==> config.mk <==
export PLATFORM = sky130hd
export DESIGN_NAME = utf8_stream_decoder
export DESIGN_NICKNAME = d
export VERILOG_FILES = /design/src/hdl/u8sd_pkg.sv /design/src/hdl/utf8_stream_decoder.sv /design/src/hdl/u8sd_front.sv /design/src/hdl/u8sd_queue.sv /design/src/hdl/u8sd_back.sv
export SDC_FILE = /design/constraint.sdc
export NUM_CORES = 1
export LEC_CHECK = 0
export BUFFER_PORTS_ARGS = -buffer_cell sky130_fd_sc_hd__buf_2
export CORE_ASPECT_RATIO = 1.25
export CORE_MARGIN = 8
export CORE_UTILIZATION = 35
export CTS_BUF_LIST = sky130_fd_sc_hd__clkbuf_4 sky130_fd_sc_hd__clkbuf_8
export DETAILED_ROUTE_END_ITERATION = 12
export PLACE_DENSITY_LB_ADDON = 0.15
export SYNTH_ARGS = -nofsm -noshare
export SYNTH_HDL_FRONTEND = slang
export SYNTH_SLANG_ARGS = --single-unit
==> constraint.sdc <==
create_clock -name clk -period 5.3 [get_ports clk]
set_input_delay 0.795 -clock clk [delete_from_list [all_inputs] [get_ports clk]]
set_output_delay 0.795 -clock clk [all_outputs]
set_load 0.02 [all_outputs]
==> src/hdl/u8sd_pkg.sv <==
package u8sd_pkg;

	localparam int unsigned QueueDepth = 4;

	localparam logic [31:0] OFS1 = 32'h0000_3080;
	localparam logic [31:0] OFS2 = 32'h000E_2080;
	localparam logic [31:0] OFS3 = 32'h03C8_2080;
	localparam logic [31:0] OFS4 = 32'hFA08_2080;
	localparam logic [31:0] OFS5 = 32'h8208_2080;

	// classified byte as it travels from front to back
	typedef struct packed {
		logic [7:0] data_byte;
		logic       end_of_string;
		logic [2:0] trail;
	} item_t;

	// trailing byte count implied by a lead byte
	function automatic logic [2:0] trail_of(input logic [7:0] b);
		logic [2:0] t;
		case (b) inside
			[8'hC0:8'hDF]: t = 3'd1;
			[8'hE0:8'hEF]: t = 3'd2;
			[8'hF0:8'hF7]: t = 3'd3;
			[8'hF8:8'hFB]: t = 3'd4;
			[8'hFC:8'hFF]: t = 3'd5;
			default:       t = 3'd0;
		endcase
		return t;
	endfunction

	// offset removed from the folded value for each trailing count
	function automatic logic [31:0] len_offset(input logic [2:0] tc);
		logic [31:0] o;
		case (tc)
			3'd1:    o = OFS1;
			3'd2:    o = OFS2;
			3'd3:    o = OFS3;
			3'd4:    o = OFS4;
			3'd5:    o = OFS5;
			default: o = 32'd0;
		endcase
		return o;
	endfunction

endpackage

==> src/hdl/utf8_stream_decoder.sv <==
// utf8 stream decoder: one byte per item, zero or one result per item
// path: an accepted byte is registered in the front, written to the queue, and its result registered on the output
// throughput: one byte per cycle while the output is not stalled, set by the accumulator update in the back end
// a 4-entry queue between classifier and accumulator absorbs output stalls
// reset: arst_n asynchronous active low; clears queue, accumulator, open sequence, valids
module utf8_stream_decoder import u8sd_pkg::*; #(
	parameter int unsigned DEPTH = QueueDepth
) (
	input  logic        clk,
	input  logic        arst_n,
	input  logic        in_valid,
	output logic        in_stall,
	input  logic [7:0]  data_byte,
	input  logic        end_of_string,
	output logic        out_valid,
	input  logic        out_stall,
	output logic [31:0] code_point,
	output logic [2:0]  sequence_length,
	output logic        incomplete
);

	// front to queue
	item_t item_s1;
	logic  push;
	logic  q_full;

	// queue to back
	item_t rd_item;
	logic  pop;
	logic  q_empty;

	// front: registers the byte and works out the trailing count it would imply
	// as a lead byte; whether it is one is decided in the back end
	u8sd_front u_front (
		.clk           (clk),
		.arst_n        (arst_n),
		.in_valid      (in_valid),
		.in_stall      (in_stall),
		.data_byte     (data_byte),
		.end_of_string (end_of_string),
		.q_full        (q_full),
		.push          (push),
		.item_s1       (item_s1)
	);

	// short queue so the input keeps flowing while a result waits
	u8sd_queue #(
		.DEPTH (DEPTH)
	) u_queue (
		.clk     (clk),
		.arst_n  (arst_n),
		.push    (push),
		.wr_item (item_s1),
		.full    (q_full),
		.pop     (pop),
		.empty   (q_empty),
		.rd_item (rd_item)
	);

	// back: shift-by-6 accumulator, offset removal at end of sequence,
	// incomplete result when the string ends inside a sequence
	u8sd_back u_back (
		.clk             (clk),
		.arst_n          (arst_n),
		.q_empty         (q_empty),
		.rd_item         (rd_item),
		.pop             (pop),
		.out_valid       (out_valid),
		.out_stall       (out_stall),
		.code_point      (code_point),
		.sequence_length (sequence_length),
		.incomplete      (incomplete)
	);

endmodule

==> src/hdl/u8sd_front.sv <==
module u8sd_front import u8sd_pkg::*; (
	input  logic       clk,
	input  logic       arst_n,
	input  logic       in_valid,
	output logic       in_stall,
	input  logic [7:0] data_byte,
	input  logic       end_of_string,
	input  logic       q_full,
	output logic       push,
	output item_t      item_s1
);

	logic vld_s1;

	assign in_stall = vld_s1 && q_full;
	assign push     = vld_s1 && !q_full;

	always_ff @(posedge clk or negedge arst_n) begin
		if (!arst_n) begin
			vld_s1 <= 1'b0;
		end else if (!in_stall) begin
			vld_s1 <= in_valid;
		end
	end

	always_ff @(posedge clk) begin
		if (!in_stall && in_valid) begin
			item_s1.data_byte     <= data_byte;
			item_s1.end_of_string <= end_of_string;
			item_s1.trail         <= trail_of(data_byte);
		end
	end

endmodule

==> src/hdl/u8sd_queue.sv <==
module u8sd_queue import u8sd_pkg::*; #(
	parameter int unsigned DEPTH = QueueDepth
) (
	input  logic  clk,
	input  logic  arst_n,
	input  logic  push,
	input  item_t wr_item,
	output logic  full,
	input  logic  pop,
	output logic  empty,
	output item_t rd_item
);

	localparam int unsigned PW = (DEPTH > 1) ? $clog2(DEPTH) : 1;
	localparam int unsigned CW = $clog2(DEPTH + 1);
	localparam logic [PW-1:0] LastPtr = PW'(DEPTH - 1);

	item_t         slot_q [DEPTH];
	logic [PW-1:0] wr_ptr_q;
	logic [PW-1:0] rd_ptr_q;
	logic [CW-1:0] count_q;

	assign full    = (count_q == CW'(DEPTH));
	assign empty   = (count_q == '0);
	assign rd_item = slot_q[rd_ptr_q];

	always_ff @(posedge clk or negedge arst_n) begin
		if (!arst_n) begin
			wr_ptr_q <= '0;
			rd_ptr_q <= '0;
			count_q  <= '0;
		end else begin
			if (push) begin
				wr_ptr_q <= (wr_ptr_q == LastPtr) ? '0 : wr_ptr_q + 1'b1;
			end
			if (pop) begin
				rd_ptr_q <= (rd_ptr_q == LastPtr) ? '0 : rd_ptr_q + 1'b1;
			end
			if (push && !pop) begin
				count_q <= count_q + 1'b1;
			end else if (pop && !push) begin
				count_q <= count_q - 1'b1;
			end
		end
	end

	always_ff @(posedge clk) begin
		if (push) begin
			slot_q[wr_ptr_q] <= wr_item;
		end
	end

endmodule

==> src/hdl/u8sd_back.sv <==
module u8sd_back import u8sd_pkg::*; (
	input  logic        clk,
	input  logic        arst_n,
	input  logic        q_empty,
	input  item_t       rd_item,
	output logic        pop,
	output logic        out_valid,
	input  logic        out_stall,
	output logic [31:0] code_point,
	output logic [2:0]  sequence_length,
	output logic        incomplete
);

	logic [31:0] acc_q;
	logic [2:0]  rem_q;
	logic [2:0]  tc_q;

	logic [31:0] acc_n;
	logic [2:0]  rem_n;
	logic [2:0]  tc_n;
	logic        done;
	logic        cut;
	logic        take;

	assign take = !out_valid || !out_stall;
	assign pop  = !q_empty && take;

	always_comb begin
		if (rem_q == 3'd0) begin
			tc_n  = rd_item.trail;
			rem_n = rd_item.trail;
			acc_n = {24'd0, rd_item.data_byte};
		end else begin
			tc_n  = tc_q;
			rem_n = rem_q - 3'd1;
			acc_n = (acc_q << 6) + {24'd0, rd_item.data_byte};
		end
		done = (rem_n == 3'd0);
		cut  = !done && rd_item.end_of_string;
	end

	always_ff @(posedge clk or negedge arst_n) begin
		if (!arst_n) begin
			acc_q     <= '0;
			rem_q     <= '0;
			tc_q      <= '0;
			out_valid <= 1'b0;
		end else begin
			if (take) begin
				out_valid <= pop && (done || cut);
			end
			if (pop) begin
				if (done || cut) begin
					acc_q <= '0;
					rem_q <= '0;
					tc_q  <= '0;
				end else begin
					acc_q <= acc_n;
					rem_q <= rem_n;
					tc_q  <= tc_n;
				end
			end
		end
	end

	always_ff @(posedge clk) begin
		if (pop && done) begin
			code_point      <= acc_n - len_offset(tc_n);
			sequence_length <= tc_n + 3'd1;
			incomplete      <= 1'b0;
		end else if (pop && cut) begin
			code_point      <= '0;
			sequence_length <= tc_n + 3'd1 - rem_n;
			incomplete      <= 1'b1;
		end
	end

endmodule

==> PnR_summary.wiki <==
{| class="wikitable"
! Metric !! Value
|-
| Library cell appearing most often on the critical path || sky130_fd_sc_hd__a21oi_1
|-
| Final setup viols || 0
|-
| Worst Hold Slack || 482 ps
|-
| Sum of net half-perimeters after detailed placement || 11,800 um
|-
| Number of design-rule violations left by the first detailed-router iteration || 342
|-
| Initial Util || 0.352
|-
| Total number of vias || 5,060
|-
| Antenna violations before repair || 0
|-
| Final hold viol count || 0
|-
| Worst clock skew on the final layout || 13.2 ps
|-
| Number of port buffers || 50
|-
| Pin count of the biggest net entering global routing || 65
|-
| Total die area || 0.0256 sq mm
|-
| Cell family contributing the most delay on the critical path || simple AND/OR/NAND/NOR gates
|-
| Num rows || 59
|-
| DRC violations left || 0
|-
| Worst Tran Pin Value || 1120 ps
|-
| Synthesized cell area || 0.00725 sq mm
|-
| Most common cell after layout, fill and taps aside || sky130_fd_sc_hd__nand2_1
|-
| CTS Buf Count || 17
|-
| Die extent in x || 145 um
|-
| Area growth, synth to finish || 13.3%
|-
| Floorplan die height || 177 um
|-
| EDFF count, synth || 95
|-
| Syn Area/Cell || 11.1 sq um
|-
| Max-capacitance violation count || 0
|-
| Post-cts hold buffer count || 0
|-
| Share of Yosys cell area claimed by the top area cell type || 0.394
|-
| Status || finished clean
|-
| Count of nets left with antenna violations after detail routing || 0
|-
| Worst-path clk slew || 100 ps
|-
| Maximum level of the CTS H-tree || 4
|-
| Worst-path cell with the longest stage delay || sky130_fd_sc_hd__or4_4
|-
| Required time at the worst-slack endpoint || 5620 ps
|-
| CP cell instances || mux4_2 > ha_1 > inv_1 > fa_1 > nand4b_1 > or4_4 > or3_1 > a21oi_1 > ha_1 > a21oi_1 > nor2_1 > nor3_1 > a21oi_1 > a211o_1 > or4_1 > o21ai_1
|-
| Fill cell count || 2,009
|-
| GR Overflow Total || 0
|-
| Setup Buffers After CTS || 0
|-
| Last weighted congestion value of the routability-driven placer || 0.822
|-
| Nature of the critical path startpoint || flop
|-
| Final-report max-slew violation count || 0
|-
| Buffer levels on the longest clock path || 2
|-
| Synthesis-stage register bit count || 137
|-
| Number of nets in the synthesized netlist || 700
|-
| Clk Tree Root Cell || sky130_fd_sc_hd__clkbuf_8
|-
| Post-synth cell types || 68
|-
| Dominant synthesized flop cell || sky130_fd_sc_hd__edfxtp_1
|-
| Post-CTS sizing || 0
|-
| Overall track demand over capacity in global routing || 0.137
|-
| First-pass DRT Iterations || 4
|-
| Endpoint class of the critical path || flop
|-
| Final-layout setup total negative slack || 0 ps
|-
| Top-Level Pins || 51
|-
| Delay of the slowest critical-path stage || 580 ps
|-
| Number of global-route vias before repair || 5,215
|-
| Nets@finish || 748
|-
| Aggregate routed wire length || 16,400 um
|-
| Mean number of vias per cell || 5.12
|-
| Fraction of synthesis flops using an asynchronous set or reset pin || 0.299
|-
| Fin crit period || 4970 ps
|-
| Hold WC Path Type || flop to flop
|-
| Worst path arrival time || 5290 ps
|-
| Post-synthesis sequential area ratio || 0.538
|-
| Worst Path Max Fanout || 11
|-
| RSZ-0062 raised after global routing || no
|-
| Total core area || 0.0206 sq mm
|-
| Maximum achievable frequency || 201 MHz
|-
| Total clock sinks || 137
|-
| Largest cells by area after synthesis || sky130_fd_sc_hd__edfxtp_1 (39%), sky130_fd_sc_hd__dfrtp_1 (14%), sky130_fd_sc_hd__ha_1 (5.4%)
|-
| ANT cells || 0
|-
| Number of standard cells after synthesis || 653
|-
| Clk Latency, worst-skew pair || 460 ps
|-
| Share of post-route cells with drive strength above 1 || 0.176
|-
| Ys Warns || 0
|-
| Global-route wire length before repair || 27,000 um
|-
| Buffer and inverter count on the worst path || 1
|-
| Final period util || 0.938
|-
| Synth area leader || sky130_fd_sc_hd__edfxtp_1
|-
| Worst Setup Path Type || flop to flop
|-
| TritonCTS clock tree || done
|-
| Worst rel slew slack || 0.251
|-
| Most frequent cells in the layout || sky130_fd_sc_hd__nand2_1 (96), sky130_fd_sc_hd__edfxtp_1 (95), sky130_fd_sc_hd__nor2_1 (56)
|-
| WL per Instance || 16.6 um
|}
-- cell type report --
class                           instances  area, sq um  share of cell area
Clock buffer                           17          234              0.0285
Sequential cell                       137         3900               0.475
Timing Repair Buffer                   62          340              0.0414
Tap cell                              274          343              0.0417
Inverter                               21         78.8             0.00960
Clock inverter                         15          174              0.0212
Multi-Input combinational cell        462         3140               0.383
-- stage by stage --
step                cell area [sq um]  utilization  worst slack [ps]  cells
floorplan                        7250            -               341    653
global placement                 7800        0.379               399    956
detailed placement               7800        0.379               369    956
CTS                              8210        0.399               338    988
global route                     8210        0.399              42.0    988
finish                           8210        0.399               331    988
-- logic make-up (layout without fill, tap and decap cells) --
group / count (synthesis) / after routing / synth area share
buf+inv: 54 / 115 / 0.0321
fa+ha+maj: 34 / 34 / 0.0618
compound gates: 125 / 125 / 0.117
flops: 137 / 137 / 0.538
simple gates: 254 / 254 / 0.169
mux: 14 / 14 / 0.0402
xor+xnor: 35 / 35 / 0.0423
-- metal layers --
layer	vias up	part of all wire	global-route usage
met5	-	0	0
met2	84	0.51	0.241
met1	2469	0.44	0.159
met4	0	0.023	0.0556
li1	2480	-	-
met3	27	0.032	0.0251
-- tightest hold or removal path: stages (launching register included) --
cell                      delay [ps]
sky130_fd_sc_hd__dfrtp_1         350
sky130_fd_sc_hd__nand2_1          50
sky130_fd_sc_hd__o31ai_1          60
-- synthesized netlist by cell type (3+ instances only) --
master,count
sky130_fd_sc_hd__edfxtp_1,95
sky130_fd_sc_hd__a211o_1,3
sky130_fd_sc_hd__or3_1,3
sky130_fd_sc_hd__a21boi_0,4
sky130_fd_sc_hd__o21ai_0,29
sky130_fd_sc_hd__a211oi_1,3
sky130_fd_sc_hd__nor2b_1,5
sky130_fd_sc_hd__nor3b_1,4
sky130_fd_sc_hd__dfrtp_1,41
sky130_fd_sc_hd__or2_2,4
sky130_fd_sc_hd__and2_1,12
sky130_fd_sc_hd__nand3_1,16
sky130_fd_sc_hd__o41ai_1,10
sky130_fd_sc_hd__nand4_1,6
sky130_fd_sc_hd__nand2b_1,4
sky130_fd_sc_hd__fa_1,3
sky130_fd_sc_hd__mux4_2,12
sky130_fd_sc_hd__nor4_1,3
sky130_fd_sc_hd__nand2_1,96
sky130_fd_sc_hd__o21ai_1,3
sky130_fd_sc_hd__nor3_1,23
sky130_fd_sc_hd__buf_1,7
sky130_fd_sc_hd__o31ai_1,9
sky130_fd_sc_hd__a21oi_1,26
sky130_fd_sc_hd__or4_1,3
sky130_fd_sc_hd__and4_1,3
sky130_fd_sc_hd__inv_1,20
sky130_fd_sc_hd__ha_1,31
sky130_fd_sc_hd__a21o_1,8
sky130_fd_sc_hd__xor2_1,18
sky130_fd_sc_hd__nor2_1,57
sky130_fd_sc_hd__clkbuf_1,16
sky130_fd_sc_hd__and3_1,3
sky130_fd_sc_hd__o21a_1,8
sky130_fd_sc_hd__xnor2_1,17
sky130_fd_sc_hd__buf_2,6
-- state kept, by name, summed over array words and instances (netlist names) --
register / count
u_back.acc_q: 26
u_back.code_point: 32
u_back.incomplete: 1
u_back.out_valid: 1
u_back.rem_q: 3
u_back.sequence_length: 3
u_back.tc_q: 3
u_front.item_s1: 12
u_front.vld_s1: 1
u_queue.count_q: 3
u_queue.rd_ptr_q: 2
u_queue.slot_q: 48
u_queue.wr_ptr_q: 2
-- worst paths after layout --
path,depth (start not counted),from,end,slack [ps]
worst max-delay path,16,u_queue.rd_ptr_q[1]$_DFFE_PN0P_,u_back.code_point[31]$_SDFFCE_PN0P_,330
worst min-delay path,2,u_back.tc_q[1]$_DFFE_PN0P_,u_back.tc_q[1]$_DFFE_PN0P_,480
worst max register to register,16,u_queue.rd_ptr_q[1]$_DFFE_PN0P_,u_back.code_point[31]$_SDFFCE_PN0P_,330
worst min register to register,2,u_back.tc_q[1]$_DFFE_PN0P_,u_back.tc_q[1]$_DFFE_PN0P_,480
max in group asynchronous,1,arst_n,u_back.out_valid$_DFFE_PN0N_,4110
min in group asynchronous,1,arst_n,u_back.acc_q[8]$_DFFE_PN0P_,520
Power is left out: the tool's default activity adds up to more than one toggle a clock period on the data nets, which glitch-free logic cannot reach.
